===== src/rtl/gvs_pkg.sv =====
// ----------------------------------------------------------------------------
// gvs_pkg
// Shared widths, constants, the exponent table and the structs that pass
// between the front end, the queue and the back end.
// ----------------------------------------------------------------------------
package gvs_pkg;

    localparam int COORD_W   = 16;
    localparam int SQ_W      = 32;
    localparam int SUM_W     = 48;
    localparam int GAIN_W    = 16;
    localparam int SIM_W     = 16;
    localparam int NUM_W     = GAIN_W + SUM_W;
    localparam int ACC_W     = 33;
    localparam int TAB_W     = 32;
    localparam int EXP_STEPS = 20;
    localparam int QUEUE_DEPTH_DEF  = 2;
    localparam int RESULT_DEPTH_DEF = 2;

    localparam logic [GAIN_W-1:0] GAIN_RESET = 16'd6554;
    localparam logic [SUM_W-1:0]  SUM_MAX    = {SUM_W{1'b1}};

    // round(2^32 * exp(-2^(k-16)))
    localparam logic [TAB_W-1:0] EXP_TAB [EXP_STEPS] = '{
        32'd4294901760, 32'd4294836226, 32'd4294705160, 32'd4294443040,
        32'd4293918848, 32'd4292870656, 32'd4290775039, 32'd4286586875,
        32'd4278222805, 32'd4261543595, 32'd4228380000, 32'd4162825044,
        32'd4034748382, 32'd3790295335, 32'd3344923893, 32'd2605029347,
        32'd1580030169, 32'd581260615,  32'd78665070,   32'd1440801
    };

    typedef struct packed {
        logic [SUM_W-1:0] distance;
        logic [SUM_W-1:0] norm_a;
        logic [SUM_W-1:0] norm_b;
        logic             ovf;
    } t_vec_sums;

    typedef struct packed {
        logic [SIM_W-1:0] similarity;
        logic             degenerate;
        logic             saturated;
    } t_result;

endpackage


===== src/rtl/gvs_front.sv =====
// ----------------------------------------------------------------------------
// gvs_front
// Squares each coordinate pair, then adds the squares into three saturating
// sums; on the last pair the finished sums go to the queue.
// ----------------------------------------------------------------------------
module gvs_front (
    input  logic                                i_clk,
    input  logic                                i_rst_n,
    input  logic                                push,
    output logic                                full,
    input  logic signed [gvs_pkg::COORD_W-1:0]  i_coord_a,
    input  logic signed [gvs_pkg::COORD_W-1:0]  i_coord_b,
    input  logic                                i_last_element,
    output logic                                o_q_push,
    output gvs_pkg::t_vec_sums                  o_q_data,
    input  logic                                i_q_full
);

    import gvs_pkg::*;

    logic                       r_s1_valid;
    logic                       r_s1_last;
    logic [SQ_W-1:0]            r_sq_a;
    logic [SQ_W-1:0]            r_sq_b;
    logic [SQ_W-1:0]            r_sq_d;
    logic [SUM_W-1:0]           r_norm_a, r_norm_b, r_dist;
    logic                       r_ovf;

    logic                       advance;
    logic [COORD_W-1:0]         abs_a, abs_b, abs_d;
    logic signed [COORD_W:0]    diff;
    logic [SUM_W:0]             add_a, add_b, add_d;
    t_vec_sums                  sums;

    function automatic logic [COORD_W-1:0] abs16(input logic signed [COORD_W-1:0] v);
        abs16 = v[COORD_W-1] ? COORD_W'(-v) : v;
    endfunction

    assign advance = !(r_s1_valid && r_s1_last && i_q_full);
    assign full    = !advance;

    assign diff  = {i_coord_a[COORD_W-1], i_coord_a} - {i_coord_b[COORD_W-1], i_coord_b};
    assign abs_a = abs16(i_coord_a);
    assign abs_b = abs16(i_coord_b);
    assign abs_d = diff[COORD_W] ? COORD_W'(-diff) : diff[COORD_W-1:0];

    assign add_a = {1'b0, r_norm_a} + {{(SUM_W - SQ_W + 1){1'b0}}, r_sq_a};
    assign add_b = {1'b0, r_norm_b} + {{(SUM_W - SQ_W + 1){1'b0}}, r_sq_b};
    assign add_d = {1'b0, r_dist}   + {{(SUM_W - SQ_W + 1){1'b0}}, r_sq_d};

    always_comb begin
        sums.norm_a   = add_a[SUM_W] ? SUM_MAX : add_a[SUM_W-1:0];
        sums.norm_b   = add_b[SUM_W] ? SUM_MAX : add_b[SUM_W-1:0];
        sums.distance = add_d[SUM_W] ? SUM_MAX : add_d[SUM_W-1:0];
        sums.ovf      = r_ovf || add_a[SUM_W] || add_b[SUM_W] || add_d[SUM_W];
    end

    assign o_q_push = r_s1_valid && r_s1_last && advance;
    assign o_q_data = sums;

    // square stage
    always_ff @(posedge i_clk) begin
        if (!i_rst_n) begin
            r_s1_valid <= 1'b0;
        end else if (advance) begin
            r_s1_valid <= push;
        end
    end

    always_ff @(posedge i_clk) begin
        if (advance && push) begin
            r_s1_last <= i_last_element;
            r_sq_a    <= SQ_W'(abs_a) * SQ_W'(abs_a);
            r_sq_b    <= SQ_W'(abs_b) * SQ_W'(abs_b);
            r_sq_d    <= SQ_W'(abs_d) * SQ_W'(abs_d);
        end
    end

    // accumulate stage
    always_ff @(posedge i_clk) begin
        if (!i_rst_n) begin
            r_norm_a <= '0;
            r_norm_b <= '0;
            r_dist   <= '0;
            r_ovf    <= 1'b0;
        end else if (r_s1_valid && advance) begin
            if (r_s1_last) begin
                r_norm_a <= '0;
                r_norm_b <= '0;
                r_dist   <= '0;
                r_ovf    <= 1'b0;
            end else begin
                r_norm_a <= sums.norm_a;
                r_norm_b <= sums.norm_b;
                r_dist   <= sums.distance;
                r_ovf    <= sums.ovf;
            end
        end
    end

endmodule


===== config.mk =====
export PLATFORM = sky130hd
export DESIGN_NAME = gvs_front
export DESIGN_NICKNAME = d
export VERILOG_FILES = /design/src/rtl/gvs_pkg.sv /design/src/rtl/gvs_front.sv
export SDC_FILE = /design/constraint.sdc
export NUM_CORES = 2
export LEC_CHECK = 0
export BUFFER_PORTS_ARGS = -buffer_cell sky130_fd_sc_hd__buf_2
export CAP_MARGIN = 15
export CELL_PAD_IN_SITES_DETAIL_PLACEMENT = 1
export CELL_PAD_IN_SITES_GLOBAL_PLACEMENT = 1
export CORE_MARGIN = 5
export CORE_UTILIZATION = 54
export CTS_BUF_LIST = sky130_fd_sc_hd__clkbuf_16
export CTS_CLUSTER_DIAMETER = 60
export CTS_CLUSTER_SIZE = 30
export DETAILED_ROUTE_END_ITERATION = 7
export GPL_TIMING_DRIVEN = 0
export PLACE_DENSITY_LB_ADDON = 0.1
export SETUP_SLACK_MARGIN = 0.4
export SYNTH_ARGS = -nofsm -noshare
export SYNTH_HDL_FRONTEND = slang
export SYNTH_SLANG_ARGS = --single-unit

===== constraint.sdc =====
create_clock -name i_clk -period 21.5 [get_ports i_clk]
set_input_delay 3.225 -clock i_clk [delete_from_list [all_inputs] [get_ports i_clk]]
set_output_delay 3.225 -clock i_clk [all_outputs]
set_load 0.1 [all_outputs]

# Word level (Yosys, flattened, before mapping)
# Cells that the tools add are included.
[totals]
inputBits = 37
regBits = 243
word_cells = 38
[op_classes]
addsub = 7
n_mux = 10
multipliers = 3
n_reduce_logical = 9
[op_table]
columns = ["cell", "n"]
rows = [
  ["$mux 48", 6],
  ["$add 48x32->49", 3],
  ["$mul 16x16->32", 3],
  ["$mux 16", 3],
  ["$neg 16->16", 3],
  ["$sub 16x16->17", 1],
  ["$logic_and 1x1->1", 5],
  ["$logic_or 1x1->1", 3],
  ["$logic_not 1->1", 1],
  ["$mux 1", 1],
]

# Depth between registers and ports, before layout
[logic_depth]
word_depth = 5
ltp_mapped = 42
mapped_depth_nobuf = 38

# Worst setup path after synthesis
# No wires, ideal clock.
[synth_path]
kind = "in2reg"
startpoint = "input port i_coord_a[0] (netlist bit)"
endpoint = "register r_sq_d[28] (data pin)"
stages = 36
setup_slack_ps = 9558
arrival_ps = 11684
required_time_ps = 21242
path_cell_list = "clkbuf_1 > inv_1 > clkbuf_1 > ha_1 > fa_1 > nor2b_1 > o21ai_0 > nor3_1 > a21oi_1 > o221ai_1 > nand2_1 > o21ai_0 > xor2_1 > clkinv_1 > nand2_1 > inv_1 > fa_1 > inv_1 > fa_1 > inv_1 > fa_1 > inv_1 > fa_1 > fa_1 > fa_1 > inv_1 > ha_1 > and3_1 > nand3_1 > a211oi_1 > o2111ai_1 > o211ai_1 > or4_1 > a31o_2 > a21oi_1 > xnor2_1"
[synth_between]
elab_chain_len = 4
[synth_lines]
columns = ["item", "line", "source"]
rows = [
  ["from (decl)", "gvs_front.sv:11", "input logic signed [gvs_pkg::COORD_W-1:0] i_coord_a,"],
  ["$sub 16x16->17 *", "gvs_front.sv:42", "assign diff = {i_coord_a[COORD_W-1], i_coord_a} - {i_coord_b[COORD_W-1], i_coord_b};"],
  ["$neg 16->16", "gvs_front.sv:45", "assign abs_d = diff[COORD_W] ? COORD_W'(-diff) : diff[COORD_W-1:0];"],
  ["$mux 16 *", "gvs_front.sv:45", ""],
  ["$mul 16x16->32 *", "gvs_front.sv:75", "r_sq_d <= SQ_W'(abs_d) * SQ_W'(abs_d);"],
  ["to (signal assigned)", "gvs_front.sv:75", ""],
  ["to (decl)", "gvs_front.sv:25", "logic [SQ_W-1:0] r_sq_d;"],
]
# Every way passes the cells marked *; elsewhere a longest branch is shown, timed or not.
# A chain may end at the register's enable or synchronous reset.

# Final worst setup path
# Same ends and word-level chain as after synthesis.

==> flow_metrics.tcl <==
set metrics [dict create \
    ctsHoldBuffers 0 \
    grt_start_max_net_pins 56 \
    crit_fanout 11 \
    cts.clk_slew.worst_paths_ns 0.08 \
    nFillCells 8265 \
    core-area_sq_mm 0.0685 \
    register_area_sq_mm 0.00575 \
    die_w_um 272 \
    synth_edf_count 94 \
    clk_latency_ns 0.58 \
    clock-skew-final_ns 0.0284 \
    slew_headroom_pct 12.8 \
    synth_compound_area_share_pct 14.8 \
    cts.path.max_buffers 3 \
    drv_slew 0 \
    ys.warnings.count 0 \
    wl_per_cell_um 21.4 \
    antenna_found_initial 2 \
    globalplace.congestion 0.907 \
    grt_pass1_wl_mm 186 \
    overflow 0 \
    cts_tree "yes" \
    synth-adder-area-share_pct 40.0 \
    syn_avg_cell_area_sq_um 8.68 \
    synth-seq-area-share_pct 15.5 \
    yosys.area.top_type "fa_1" \
    clock-root-buffer "clkbuf_16" \
    fmax_ghz 0.0700 \
    min-delay-path-class "flip-flop to flip-flop" \
    cts_setup_buffers 0 \
    synthXorXnorAreaFrac_pct 6.30 \
    synth_top_family_by_area "adder cells" \
    htree_levels 1 \
    io_buffers 183 \
    rsz0062_at_grt "false" \
    track_usage_pct 31.3 \
    syn_area_sq_mm 0.0372 \
    hold_viol 0 \
    final_layout_size_suffix_gt1_share_pct 7.34 \
    final_common_cell "inv_1" \
    final_cell_mix "784 x inv_1, 491 x fa_1, 406 x nand2_1" \
    multiInputGateArea_sq_mm 0.0280 \
    arrival_ns 14.60 \
    drc_errors 0 \
    start_util_pct 54.3 \
    synth_top_cell_area_share_pct 26.4 \
    die-area_sq_mm 0.0742 \
    critPathSlowestCell "xor2_1" \
    fin_crit_sh_pct 66.5 \
    nets 5451 \
    cp_common_cell "fa_1" \
    crit_path_end_kind "flip-flop" \
    firstDrtPassIters 5 \
    slowest_delay_ns 0.91 \
    cap_violations 0 \
    cts_made_buffers 25 \
    wl_mm 116 \
    ctsResizeCount 0 \
    synthCells 4283 \
    period_needed_ns 14.29 \
    ys_ff_latch 240 \
    ys.flop_type "dfxtp_1" \
    worst_slew_pin_slew_ns 1.30 \
    final.setup.tns_ns 0 \
    chipHeight_um 272 \
    num_io_pins 184 \
    synth-async-reset-ratio_pct 0 \
    grt_pass1_vias 34300 \
    vias 31200 \
    area_growth_pct 8.53 \
    cts_sinks 240 \
    dp_hpwl_mm 96.7 \
    crit_type "input port to flip-flop" \
    synth_mux_area_share_pct 0.239 \
    setup_viol 0 \
    yosys.cell_types.count 93 \
    viasPerCell 5.76 \
    postRouteAntennaNets 0 \
    synth-simple-area-share_pct 13.6 \
    status "completed" \
    synthTopCellsByArea "fa_1 26%, ha_1 14%, inv_1 7.9%" \
    worstSetupStartpointType "input port" \
    rows 96 \
    critPathRequiredTime_ns 21.81 \
    drt_iter0_drc 1905 \
]
critical path, delay by kind of cell:
kind	cells	cell delay, ns
AOI/OAI and AO/OA	10	2.20
xor gates and xnor gates	2	1.04
adders and majority gates	9	4.17
buffers and inverters	10	2.38
and+or+nand+nor	5	1.54
metrics by stage:
step           setup slack (ns)  area [sq um]  cells  util [%]  hold slack (ns)
2_1_floorplan              9.56         37300   4305         -            0.435
3_3_place_gp               7.10         39300   5370      57.4            0.450
3_5_place_dp               6.73         39300   5371      57.4            0.462
4_1_cts                    7.35         40300   5417      58.9            0.484
5_1_grt                    6.58         40400   5422      58.9            0.502
6_report                   7.21         40400   5422      58.9            0.490
Yosys cell counts (37+ instances only):
cell	instances
nor2b_1	54
o21ai_0	131
a22o_1	78
nand2_1	406
nor2_1	351
edfxtp_1	94
a21o_1	122
inv_1	784
fa_1	491
nor3_1	37
xnor2_1	178
ha_1	403
and3_1	40
nand3_1	63
o21a_1	45
clkbuf_1	96
dfxtp_1	146
a21oi_1	206
nand2b_1	44
xor2_1	84
final timing paths:
path                                            from                         to  cells past startpoint  slack (ns)
worst min-delay path              r_ovf$_SDFFE_PN0P_         r_ovf$_SDFFE_PN0P_                      1        0.49
worst max register to register  r_sq_b[13]$_DFFE_PP_  r_norm_b[39]$_SDFFE_PN0P_                     14       17.25
worst max-delay path                    i_coord_a[0]       r_sq_d[28]$_DFFE_PP_                     36        7.21
worst min register to register    r_ovf$_SDFFE_PN0P_         r_ovf$_SDFFE_PN0P_                      1        0.49
registers in the layout, summed over array words and instances, names as in the netlist:
signal	count
r_dist	48
r_norm_a	48
r_norm_b	48
r_ovf	1
r_s1_last	1
r_s1_valid	1
r_sq_a	31
r_sq_b	31
r_sq_d	31
cell families (layout without fill, tap and decap cells):
group | Yosys count | in the layout
other | 2 | 25
muxes | 8 | 8
and+or+nand+nor | 1120 | 1120
buffers and inverters | 934 | 1168
AOI/OAI and AO/OA | 820 | 820
DFF | 240 | 240
xor gates and xnor gates | 265 | 265
adders and majority gates | 894 | 894
per-layer routing:
metal | vias up | track usage, % | routed length [um]
met5 | - | 0 | 0
met4 | 0 | 11.8 | 5270
met3 | 205 | 3.97 | 6580
met2 | 830 | 52.4 | 53800
met1 | 15800 | 41.8 | 50500
li1 | 14400 | - | -
cell type report:
cell class / instances / share of cell area [%]
Tap cell: 882 / 2.73
Clock inverter: 21 / 0.946
Inverter: 811 / 7.54
Timing Repair Buffer: 188 / 2.41
Sequential cell: 240 / 14.2
Antenna cell: 1 / 0.00620
Buffer: 123 / 1.24
Clock buffer: 25 / 1.55
Multi-Input combinational cell: 3131 / 69.3
Power is not shown: default switching activity piles up to over one toggle a cycle in this logic, so the estimate is an artifact.
