**src/rtl/gvs_fifo.sv**
```systemverilog
// ----------------------------------------------------------------------------
// gvs_fifo
// Small register queue with push/full and pop/empty, head shown while not
// empty.
// ----------------------------------------------------------------------------
module gvs_fifo #(
    parameter int WIDTH = 8,
    parameter int DEPTH = 2
) (
    input  logic             i_clk,
    input  logic             i_rst_n,
    input  logic             i_push,
    input  logic [WIDTH-1:0] i_data,
    output logic             o_full,
    input  logic             i_pop,
    output logic [WIDTH-1:0] o_data,
    output logic             o_empty
);

    localparam int PTR_W = (DEPTH > 1) ? $clog2(DEPTH) : 1;
    localparam int CNT_W = $clog2(DEPTH + 1);

    logic [WIDTH-1:0] r_mem [DEPTH];
    logic [PTR_W-1:0] r_wr, n_wr;
    logic [PTR_W-1:0] r_rd, n_rd;
    logic [CNT_W-1:0] r_count, n_count;
    logic             do_push;
    logic             do_pop;

    assign o_full  = (r_count == CNT_W'(DEPTH));
    assign o_empty = (r_count == '0);
    assign o_data  = r_mem[r_rd];
    assign do_push = i_push && !o_full;
    assign do_pop  = i_pop && !o_empty;

    always_comb begin
        n_wr    = r_wr;
        n_rd    = r_rd;
        n_count = r_count;
        if (do_push) begin
            n_wr = (r_wr == PTR_W'(DEPTH - 1)) ? '0 : r_wr + PTR_W'(1);
        end
        if (do_pop) begin
            n_rd = (r_rd == PTR_W'(DEPTH - 1)) ? '0 : r_rd + PTR_W'(1);
        end
        if (do_push && !do_pop) begin
            n_count = r_count + CNT_W'(1);
        end else if (do_pop && !do_push) begin
            n_count = r_count - CNT_W'(1);
        end
    end

    always_ff @(posedge i_clk) begin
        if (!i_rst_n) begin
            r_wr    <= '0;
            r_rd    <= '0;
            r_count <= '0;
        end else begin
            r_wr    <= n_wr;
            r_rd    <= n_rd;
            r_count <= n_count;
        end
    end

    always_ff @(posedge i_clk) begin
        if (do_push) begin
            r_mem[r_wr] <= i_data;
        end
    end

endmodule

```
**config.mk**
```make
export PLATFORM = sky130hd
export DESIGN_NAME = gvs_fifo
export DESIGN_NICKNAME = d
export VERILOG_FILES = /design/src/rtl/gvs_fifo.sv
export SDC_FILE = /design/constraint.sdc
export NUM_CORES = 1
export LEC_CHECK = 0
export BUFFER_PORTS_ARGS = -buffer_cell sky130_fd_sc_hd__buf_2
export CAP_MARGIN = 0
export CORE_MARGIN = 2
export CORE_UTILIZATION = 49
export DETAILED_ROUTE_END_ITERATION = 8
export GPL_TIMING_DRIVEN = 0
export PLACE_DENSITY = 0.81
export SLEW_MARGIN = 20
export SYNTH_ARGS = -nofsm -noshare
export SYNTH_HDL_FRONTEND = slang
export SYNTH_SLANG_ARGS = --single-unit
```
**constraint.sdc**
```tcl
create_clock -name i_clk -period 2.16 [get_ports i_clk]
set_clock_uncertainty 0.05 [all_clocks]
set_input_delay 0.216 -clock i_clk [delete_from_list [all_inputs] [get_ports i_clk]]
set_output_delay 0.216 -clock i_clk [all_outputs]
set_load 0.05 [all_outputs]
```
# Word-level counts from Yosys, hierarchy flattened
# Memories as Yosys holds them, arrays and structs flattened. A register that Yosys moved wholly into a read port is not among the register bits.
# Index checks and enable logic that the tools add are counted.
[word_totals] regBits=4 latch_bits=0 mem_bits_rw=16 rom_bits=0 in_bits=12 word_cells=27 mem_count=1
[classes] addsub=4 mul=0 div_mod_pow=0 magnitude_cmp=0 eq_ne=1 shifts=0 n_mux=8 bitwise=0 reduce_logical=10
[mem_list] memory="r_mem" depth=2 width=8 rd=1 rd_clocked_by_memory_dff=1 wr=1 line_no="23" text="logic [WIDTH-1:0] r_mem [DEPTH];"
[op_table] operator="two-way mux 1 bit" n=6
[op_table] operator="logical AND 1 bit" n=4
[op_table] operator="logical NOT 1 bit" n=4
[op_table] operator="two-way mux 2 bit" n=2
[op_table] operator="adder 1 bit, second input constant" n=2
[op_table] operator="adder 2 x 1 -> 2 bit, second input constant" n=1
[op_table] operator="== test 2 bit, second input constant" n=1
[op_table] operator="logical NOT 2 bit" n=1
[op_table] operator="nonzero test 2 bit" n=1
[op_table] operator="subtractor 2 x 1 -> 2 bit, second input constant" n=1

# Longest topological paths before layout
# Gate-level depths: netlist of the first run.
[depth] ltp_word=7 ltp_mapped=7

# Least setup slack after synthesis of the first run
# OpenSTA, ideal clock, no wires.
[synth_path] kind="flip-flop to flip-flop" start="reg r_count[0]" end="reg r_count[1]" t_arrival_ns=1.559 slack_ns=0.481 stages_incl_launch_ff=7 path_cell_list="dfxtp_1 -> nand2b_1 -> inv_2 -> nor2_1 -> ha_1 -> or3_1 -> a21boi_1"
[synth_between] elab_chain_cells=6 word_cells_on_any_way=15
[synth_rtl] item="from (decl)" line_no="26" text="logic [CNT_W-1:0] r_count, n_count;"
[synth_rtl] item="from (signal assigned)" line_no="61" text="r_count <= n_count;"
[synth_rtl] item="== test 2 bit (*)" line_no="30" text="assign o_full = (r_count == CNT_W'(DEPTH));"
[synth_rtl] item="net o_full" line_no="14" text="output logic o_full,"
[synth_rtl] item="logical NOT 1 bit (*)" line_no="33" text="assign do_push = i_push && !o_full;"
[synth_rtl] item="logical AND 1 bit (*)" line_no="33"
[synth_rtl] item="logical NOT 1 bit" line_no="48" text="end else if (do_pop && !do_push) begin"
[synth_rtl] item="logical AND 1 bit" line_no="48"
[synth_rtl] item="nonzero test 2 bit (no line)"
# Mark *: on every way through the listed nets, which the timed path passes. The rest lies on a longest branch. The select of a mux whose other input is x is not followed.
# A chain may end at the register's enable or synchronous reset.

# Worst setup path after layout of the first run
[layout_path] start="reg r_count[0]" end="mem r_mem[0][5], enable pin"
[layout_between] elab_chain_cells=5
[layout_rtl] item="== test 2 bit" line_no="30"
[layout_rtl] item="logical NOT 1 bit" line_no="33"
[layout_rtl] item="logical AND 1 bit" line_no="33"
[layout_rtl] item="two-way mux 1 bit" line_no="66" text="if (do_push) begin"
[layout_rtl] item="two-way mux 1 bit (not written as such)" line_no="67" text="r_mem[r_wr] <= i_data;"
[layout_rtl] item="to (decl)" line_no="23"
# Every way passes these cells.

==> impl.org, run 1 <==
** CTS
- Hold Buf Count CTS :: 0
- Number of H-tree levels :: 1
- # clock sinks :: 21
- Clock tree synthesis inserted a total of 3 buffers.
- The clock reaches the later pin of the worst-skew pair after 0.29 ns.
- Number of cells upsized or downsized after cts :: 0
- Clock buffer depth :: 2
- CTS tree :: yes
- Root Buffer :: clkbuf_4
- Post-CTS timing repair inserted 0 buffers for setup.
- After clock tree synthesis, the clock-pin slew on the worst setup and hold paths is 0.11 ns.

** Cells and area
- In the final layout, the share of cells above drive strength 1 is 0.467.
- Final Net Count :: 89
- Area added between synthesis and finish :: 18.7%
- Ant. Diodes :: 0

** Critical path
- At the worst endpoint, the required time is just over 2 ns.
- The largest single stage delay on the critical path is 0.56 ns.
- In this run the worst path has a maximum fanout of 9.
- Worst reg-to-reg path cell count :: 3
- Among all stages on the critical path, the largest delay is contributed by nor3_2.
- In this run the register-to-register setup slack is 0.50 ns.
- Cell Chain, Critical Path :: nand2b_1, inv_2, nor3_2
- Kind of capture point of the worst setup path :: flop
- STA classifies the critical path startpoint as a flop.
- The setup path with the least slack is of type reg2reg.
- Data arrival time of the critical path :: 1.55 ns

** STA
- Pins Over Slew Limit :: 0
- Hold Worst Slack :: 0.0524 ns
- Time the final worst path needs with I/O delays and setup :: 1.66 ns
- The number of hold violations in the final report came to 0.
- Aggregate negative setup slack :: 0 ns
- Maximum frequency from static timing analysis :: 0.602 GHz
- The worst path meets setup with 0.500 ns of slack.
- Measured against its own limit, the worst slew margin works out to 0.503.
- Ratio of final minimum period to clock period :: 0.769
- Actual transition at the worst max-transition pin :: 0.741 ns
- Setup violations remaining at the end of the flow were counted as 0.
- Setup repair after global routing left no endpoint under its margin.

** Global routing
- Via count of the first global-routing pass :: between 400 and 500
- Initial antenna violation count :: 0
- Across every metal layer, demand over resource in global routing totals 0.150.
- Maximum number of pins on one net before global-route repair :: 12
- The first global-routing pass estimated about 2000 um of wire.
- Summed over all layers, the global routing overflow is 0.

** Hold path
- Along the worst hold path, the cell count comes to 1.
- The worst hold path belongs to the class in2reg.

** Routing
- Total number of vias :: 459
- WL per Instance :: approximately 13 um
- The first routing iteration left 3 violations.
- Pre-Repair DR Iteration Count :: 3
- For this run, design rule violations remaining after detail routing come to 0.
- Via-per-instance ratio :: 5.04
- In this run the remaining antenna-violating nets after routing total 0.
- Summed over all layers, the routed wires come to ~1200 um.

** Synth
- FF+latch count, synth :: 21
- edfxtp_1 takes more of the synthesized area than any other cell.
- The commonest cells after synthesis are edfxtp_1 (16), mux2_2 (8), dfxtp_1 (5), and2_1 (3).
- In this run, distinct cell masters in the synthesized netlist total 20.
- The share of synthesized area in the top cell type comes to 0.594.
- Number of cells produced by synthesis :: 50
- Synth top area cells :: edfxtp_1 (59%), dfxtp_1 (12%), mux2_2 (11%)
- Among all flip-flop cells after synthesis, the most frequent one is edfxtp_1.
- A synthesized cell averages 16.2 um^2.
- Post-synth net total :: 63
- The Yosys step of the flow raised 0 warnings.
- Part of the Yosys area used for sequential elements :: 0.717
- Proportion of synthesized flip-flops having asynchronous set or reset :: 0
- EDFF count, synth :: 16
- After synthesis the cells add up to 810 um^2.
- Yosys instantiated no cell more often than edfxtp_1.

** Floorplan
- During I/O placement, the number of pins put on the boundary was 22.
- The initial utilization of the core area, before any placement, comes to 0.531.
- Chip width :: around 45 um
- Area of the core region :: 0.00152 mm^2
- Full die area :: 0.00199 mm^2
- In this run the core area contains 14 standard-cell rows.
- Height of the die :: 44.6 um

** Power and ir drop
- Power density over the cells :: 1350 mW/mm^2
- In this run the static leakage power is a little under 0.4 nW.
- The worst-case IR drop observed on VDD is 0.000786 V.

** Placement
- The count of buffers added on input and output ports is 21.
- Once detailed placement completed, the half-perimeter wirelength came to 874 um.
- Final estimated routing congestion in global placement :: 0.723
- Before CTS, the worst setup slack after placement is 0.528 ns.

** Flow run
- Max-cap violations :: 0

** Run status
- The flow ran to the end, and the final reports show no timing, DRC or antenna violations.
## path summary, 6_finish.rpt
path,start,to
worst max-delay path,r_count[0],r_mem[0][5]
worst min register to register,r_count[1],r_count[1]
worst max register to register,r_count[0],r_mem[0][5]
worst min-delay path,i_data[7],r_mem[1][7]
## critical path: cells and delay by family (launching register included)
kind,cells,cell delay (ns)
flip-flops,1,0.43
buffers and inverters,1,0.06
AND/OR/NAND/NOR,2,0.75
## power breakdown
group	leakage [nW]	total, mW	switching, mW	internal [mW]
clock	0.0150	0.181	0.109	0.0718
combinational	0.178	0.568	0.388	0.180
sequential	0.191	0.551	0.0351	0.516
## area by class of cell
| cell class | count | area, um^2 |
|---|---|---|
| repair buffers | 21 | 105 |
| plain buffers | 1 | 5.00 |
| well taps | 16 | 20.0 |
| inverters | 2 | 7.51 |
| flip-flops and latches | 21 | 581 |
| multi-input cells | 26 | 216 |
| fillers | 125 | 563 |
| clock buffers | 4 | 26.3 |
## per-stage QoR
stage / power [mW] / cells / util / instance area [um^2]
after floorplan: 1.02 / 50 / - / 810
after global placement: 1.12 / 87 / 0.613 / 935
after detailed placement: 1.13 / 87 / 0.613 / 935
after CTS: 1.31 / 91 / 0.631 / 961
after global routing: 1.37 / 91 / 0.631 / 961
final: 1.30 / 91 / 0.631 / 961
## state kept, by name, indices dropped and copies added, names as in the netlist, named ones only
register,flops
r_rd,1
r_count,2
r_mem,16
r_wr,1
## per-layer routing
layer,vias up,part of all wire,GRT usage
li1,233,-,-
met1,216,0.43,0.157
met2,10,0.52,0.243
met3,0,0.051,0.0571
met4,0,0,0.109
met5,-,0,0
## cell families (layout without fill, tap and decap cells)
logic type	Yosys count	in the layout	share of synthesized area
compound gates	5	5	0.0402
xor+xnor	3	3	0.0325
fa+ha+maj	1	1	0.0155
buf+inv	3	28	0.0154
flops	21	21	0.717
mux	8	8	0.111
simple gates	9	9	0.0680
## cells in the final DEF, fill, tap and decap left out, drive strengths merged, types with 2 or more instances in the layout
master and count:
edfxtp 16, and2 3, buf 22, clkbuf 4, inv 2, dfxtp 5, a21boi 2, mux2 8
nor2 2, o21ai 2, xnor2 2
No activity file was read; power rests on OpenSTA's default activity.
==> run 2, diff against run 1 <==
- ABC_AREA: unset -> 1
- CORE_UTILIZATION: 49 -> 44
- PLACE_DENSITY: 0.81 -> 0.77
- clock period: 2.16 -> 1.5 ns (I/O delays scaled with it)
==> impl.org, run 2 <==
** Routing
- Dividing the detail-routed wire length by the instance count gives around 12 um.
- The count of nets left with antenna violations once routing finished came out at 0.
- In the routed layout, each cell is associated on average with a via count of 4.68.
- In the routed design, unresolved DRC markers number 0.
- The first routing iteration left 10 violations.
- The first TritonRoute pass finished after 4 iterations.
- For this block, the routed nets add up to between 1500 and 2000 um of wire.
- Total number of vias :: between 500 and 600

** Placement
- Number of input and output port buffers inserted :: 21
- Placed wire-length estimate :: slightly below 1000 um
- At the end of routability-driven placement, the weighted congestion stood at 0.643.
- Cells after DPL :: 109

** Synth
- Dominant cell type by area after synthesis :: edfxtp_1
- Most frequent cell after synthesis :: edfxtp_1
- Post-synth net total :: 76
- EDFF count, synth :: 16
- Counting flops with an async set or reset pin after synthesis yields a share of 0.
- In the synthesized netlist the dominant register cell turns out to be edfxtp_1.
- List of most frequent post-synthesis cells :: edfxtp_1 (16), nor2_1 (10), inv_1 (8), mux2_2 (8), nand2_1 (6)
- The share of synthesized area in the top cell type comes to 0.584.
- The Yosys step of the flow raised 0 warnings.
- Mean instance size in the synthesized netlist :: 13.1 um^2
- Area of the mapped netlist :: 823 um^2
- In this run, distinct cell masters in the synthesized netlist total 15.
- FF+latch count, synth :: 21
- The share of the Yosys chip area taken by registers is 0.705.
- By area the synthesized netlist is led by edfxtp_1 (58%), dfxtp_1 (12%), mux2_2 (11%).
- Counting every instance in the synthesized netlist gives 63.

** Power and ir drop
- Of the total power, the share spent switching nets is 0.401.
- NetSw :: between 0.8 and 0.9 mW
- Total power :: 2.13 mW
- Worst VDD drop :: 0.00146 V
- Leakage power :: 0.513 nW
- Of the total power, registers draw 0.381.
- Internal power comes to 1.28 mW.
- The share of total power dissipated in combinational logic is 0.498.
- In this run the power density over the cells is 1760 mW/mm^2.
- Clock power frac :: 0.121

** STA
- Aggregate negative setup slack :: 0 ns
- Final setup fails :: 0
- Pins Over Slew Limit :: 0
- The clock period could shrink to ~1.5 ns.
- Based on the critical path, the design can be clocked at up to 0.678 GHz.
- Normalized max-slew margin :: 0.552
- In the finished design, the share of the clock period the worst path needs comes to 0.984.
- Actual transition at the worst max-transition pin :: 0.669 ns
- Setup repair after global routing could not meet its margin everywhere.
- The number of hold violations in the final report was 0.
- The tightest hold path in the finished design has a slack of 0.0642 ns.

** Cells and area
- Highest-count cells in the layout ignoring fill and taps :: edfxtp_1 (16), buf_2 (13), nor2_1 (9)
- After filler insertion, the fill cell instance count of the layout stands at 119.
- Final core utilization :: 0.695
- Ranked by flip-flop count, first place goes to r_mem.
- Largest registers :: r_mem (16), r_count (2)
- Proportion of layout cells with a drive suffix above 1 :: 0.443
- FF+latch area :: 584 um^2
- Commonest non-fill, non-tap cell in the layout :: edfxtp_1
- Final instance count without filler cells :: approximately 120
- For this run, the post-layout net count is 111.
- The multi-input combinational cells in the finished layout cover a total of 259 um^2.
- Ant. Diodes :: 0
- The register with the most flip-flops in the layout has 16 of them.
- Area added between synthesis and finish :: 47.3%

** Floorplan
- Measured along the x axis, the die boundary spans 47.3 um.
- The floorplan step defined a die boundary enclosing 0.00223 mm^2.
- The core region is between 0.0015 and 0.002 mm^2.
- Height of the die :: 47.3 um
- The floorplan has 15 rows.
- Starting utilization of the core area :: 0.472
- Number of top-level design ports :: 22

** Critical path
- Data required time of the critical path :: 1.30 ns
- For the worst setup path, the data arrival time is 1.28 ns.
- Worst setup path class :: reg2out
- STA classifies the critical path startpoint as a flop.
- Critical path peak fanout :: 8
- STA classifies the critical path endpoint as a primary output.

** CTS
- Number of H-tree levels :: 1
- Clock insertion delay at the later pin of the skew report :: 0.28 ns
- # clock sinks :: 21
- After clock tree synthesis, the clock-pin slew on the worst setup and hold paths is 0.12 ns.
- The tree is rooted in a clkbuf_4.
- CTS tree :: yes
- TritonCTS Buffers :: 3
- Clock buffer depth :: 2

** Run status
- Result of the run :: finished, final reports clean

** Hold path
- Worst hold path type :: in2reg

** Global routing
- For this run the aggregate overflow at the end of global routing stands at 0.
- The first global-routing pass estimated 2040 um of wire.
- Entering global routing, the biggest net connects 13 pins.
- Initial antenna violation count :: 0
- In the global route stage, overall resource usage came out at 0.140.
- The via count of the first global-routing pass is 520.

** Flow run
- Max-cap violations :: 0
run 2: cell types whose count changed after synthesis, moves of 2 or more:
cell	change
and2_1	-3
inv_1	+7
nand2_1	+6
nor2_1	+8
xnor2_1	-2
run 2: cell families (layout without fill, tap and decap cells):
| family | Yosys count | count (layout) | share of synthesized area |
|---|---|---|---|
| adder cells (fa/ha/maj) | 1 | 1 | 0.0152 |
| multiplexers | 8 | 8 | 0.109 |
| flip-flops | 21 | 21 | 0.705 |
| AO/OA/AOI/OAI | 4 | 4 | 0.0289 |
| AND/OR/NAND/NOR | 19 | 19 | 0.0942 |
| buffers and inverters | 10 | 44 | 0.0471 |
run 2: cell type report:
cell class | count | share of cell area
inverter | 9 | 0.0279
timing repair buffer | 30 | 0.216
buffer | 1 | 0.0124
clock inverter | 1 | 0.00413
clock buffer | 3 | 0.0186
sequential | 21 | 0.482
tap | 25 | 0.0258
multi-input combinational | 32 | 0.214
run 2: path summary, 6_finish.rpt:
| path | from | endpoint | slack, ns | cells after the start |
|---|---|---|---|---|
| max | flop | o_data[6] | 0.02 | 3 |
| min | i_rst_n | flop | 0.06 | 3 |
| min reg2reg | r_rd | flop | 0.46 | 2 |
| max reg2reg | r_count[0] | r_mem[0][0] | 0.04 | 2 |
run 2: worst max-delay path, stage by stage (launching register included):
cell and delay, ns:
dfxtp_2 0.36, buf_8 0.14, mux2_4 0.32, buf_8 0.15
run 2: stage by stage:
step / worst slack (ns) / instance area, um^2
after global placement: -0.0399 / 967
after global routing: -0.0825 / 1210
final: 0.0243 / 1210
after floorplan: 0.0658 / 831
after detailed placement: -0.0624 / 967
after CTS: 0.000401 / 1140
run 2: power groups by stage:
| stage | registers [mW] | clock network, mW | logic [mW] |
|---|---|---|---|
| floorplan | 0.804 | 0 | 0.642 |
| global placement | 0.811 | 0 | 0.772 |
| detailed placement | 0.820 | 0 | 0.798 |
| CTS | 0.805 | 0.257 | 0.937 |
| global route | 0.826 | 0.294 | 1.13 |
| finish | 0.813 | 0.258 | 1.06 |
run 2: repair_timing:
| action | CTS | global route |
|---|---|---|
| buffers inserted | 1 | 0 |
| resized for setup | 19 | 18 |
| pin swaps | 1 | 1 |
| endpoints found under the hold margin | 16 | 0 |
| endpoints found under the setup margin | 26 | 26 |
| hold buffers | 8 | 0 |
run 2: layer usage:
layer	vias to the layer above	routed length, um	track usage
li1	283	-	-
met1	268	577	0.143
met2	16	807	0.246
met3	4	60	0.0346
met4	0	56	0.100
met5	-	0	0
==> run 3, diff against run 2 <==
- CORE_MARGIN: 2 -> 3
==> impl.org, run 3 (synthesis results as in run 2) <==
** Cells and area
- Compared with the post-synthesis result, the final layout area differs by 45.6%.
- Final instance count without filler cells :: 122
- The final layout contains 111 nets.
- Measured on the finished design, the core utilization comes to 0.687.
- The register with the most flip-flops in the layout has 16 of them.
- Proportion of layout cells with a drive suffix above 1 :: 0.474
- The library cell used most frequently in the layout, excluding fill and tap cells, is edfxtp_1.
- The register with the most flip-flops in the final layout is r_mem.
- The largest registers in the layout are r_mem (16), r_count (2).
- 0 antenna diodes ended up in the layout.
- Total non-filler cell area in the finished layout :: 0.00120 mm^2
- In the layout the commonest cells are edfxtp_1 (16), buf_2 (13), dlygate4sd3_1 (8).

** CTS
- TritonCTS Buffers :: 3
- Clock tree synthesis found a total of 21 sinks.
- Number of H-tree levels :: 1
- The cell sitting at the root of the clock tree is a clkbuf_4.
- After clock tree synthesis, the clock-pin slew on the worst setup and hold paths is between 0.1 and 0.15 ns.
- Clock buffer depth :: 2
- Clock insertion delay at the later pin of the skew report :: 0.29 ns
- TritonCTS built the clock tree.

** Floorplan
- The floorplan has 15 rows.
- The die is 49.3 um wide.
- 22 I/O pins were placed.
- In this run the standard cell core region covers 0.00175 mm^2.
- Height of the die :: 49.3 um
- Starting utilization of the core area :: 0.472
- Full die area :: 0.00243 mm^2

** Global routing
- The via count of the first global-routing pass is 550.
- Total global routing overflow :: 0
- The first global-routing pass estimated 2280 um of wire.
- Entering global routing, the biggest net connects 13 pins.
- In the global route stage, overall resource usage came out at 0.124.
- The initial antenna violation count came to 0.

** Routing
- After detailed routing, the number of remaining DRC violations is 0.
- Dividing the detail-routed via count by the number of cells gives 4.52.
- Pre-Repair DR Iteration Count :: 4
- Total number of vias :: 552
- Once detail routing completed, the nets flagged for antenna violations numbered 0.
- Detailed Route WL :: 1550 um
- WL per Instance :: 12.7 um
- Drt first-iter violations :: 8

** Critical path
- Kind of start point of the critical path :: flop
- The slowest stage of the critical path is the mux2_2 cell.
- Cell Chain, Critical Path :: buf_8, mux2_2, buf_6
- The worst setup path is captured at a primary output.
- Data arrival time of the critical path :: ~1.3 ns
- The number of cells on the worst reg-to-reg path is 9.
- On the worst path, the slowest cell contributes a delay of 0.36 ns.
- In this run the critical register-to-register path is launched from r_count[1].
- Of all nets on the critical path, the largest fanout is 8.
- Crit Reg-Reg Endpoint :: r_count[1]
- For flop-to-flop paths, the worst setup slack is roughly 0.090 ns.
- STA puts the critical path data required time at ~1.3 ns.
- Worst setup path class :: reg2out

** STA
- Fin worst setup slack :: 0.00704 ns
- Pins Over Slew Limit :: 0
- For the pin with the worst max-slew slack, the measured transition is 0.432 ns.
- Setup violations remaining at the end of the flow were counted as 0.
- Maximum frequency from static timing analysis :: 0.670 GHz
- Time the final worst path needs with I/O delays and setup :: between 1 and 1.5 ns
- The number of hold violations in the final report was 0.
- Normalized max-slew margin :: 0.711
- Dividing the final minimum period by the clock period gives 0.995.
- After routing, the total negative slack on setup checks comes to 0 ns.
- Hold timing on the final database bottoms out at a slack of between 0.05 and 0.06 ns.
- Setup repair after global routing missed its margin :: yes

** Placement
- Final estimated routing congestion in global placement :: 0.706
- Input and output buffers added on the ports amount to 21.
- Placed wire-length estimate :: approximately 930 um
- Cells after DPL :: 109
- Summing all placed instances gives a cell area of 967 um^2.
- Setup Slack @ Placement :: -0.0707 ns

** Run status
- Result of the run :: finished, final reports clean

** Hold path
- The tightest min-delay check is of the in2reg type.
- For hold timing, the worst endpoint is r_count[1].
- Along the worst hold path, the cell count comes to 3.
- Startpoint of the worst hold path :: i_rst_n

** Power and ir drop
- Total power for the finished layout comes to 2.09 mW.
- Leakage power :: 0.495 nW
- Power density over the cells :: 1740 mW/mm^2
- IR analysis of the VDD net gives a maximum drop of 0.00123 V.

** Flow run
- The tool flagged a number of max-cap violations equal to 0.
-- run 3: metal layers --
metal,vias up,global-route usage,part of all wire
li1,284,-,-
met1,249,0.134,0.42
met2,17,0.228,0.52
met3,2,0.0367,0.052
met4,0,0.0427,0.0078
met5,-,0,0
-- run 3: power breakdown --
part | internal (mW) | leakage (nW) | switching [mW]
Clock | 0.0990 | 0.0177 | 0.151
Sequential | 0.750 | 0.192 | 0.0686
Combinational | 0.397 | 0.286 | 0.622
-- run 3: critical path, delay by kind of cell (launching register included) --
kind     cells  cell delay [ns]
mux          1             0.36
buf+inv      2             0.29
flops        1             0.35
-- run 3: layout make-up --
class	instances	area, um^2
plain buffers	1	15.0
clock buffers	3	22.5
clock inverters	1	5.00
fillers	142	547
inverters	9	33.8
multi-input cells	32	249
flip-flops and latches	21	584
well taps	25	31.3
repair buffers	30	258
-- run 3: timing repair --
item,CTS,global route
hold buffers,8,0
hold endpoints to repair,15,0
resized for setup,16,19
buffers inserted,1,0
pin swaps,1,1
setup endpoints to repair,25,25
-- run 3: worst max path at each step --
| stage | start | to | slack, ns | cells past startpoint |
|---|---|---|---|---|
| 6_report | flop | o_data[4] | 0.007 | 3 |
| 5_1_grt | flop | o_data[4] | -0.06 | 3 |
| 4_1_cts | r_count[1] | r_mem[0][6] | -0.004 | 3 |
| 3_5_place_dp | r_count[0] | r_mem[1][4] | -0.07 | 2 |
| 3_3_place_gp | r_count[0] | r_mem[1][4] | -0.04 | 2 |
| 2_1_floorplan | r_count[0] | r_count[1] | 0.07 | 9 |
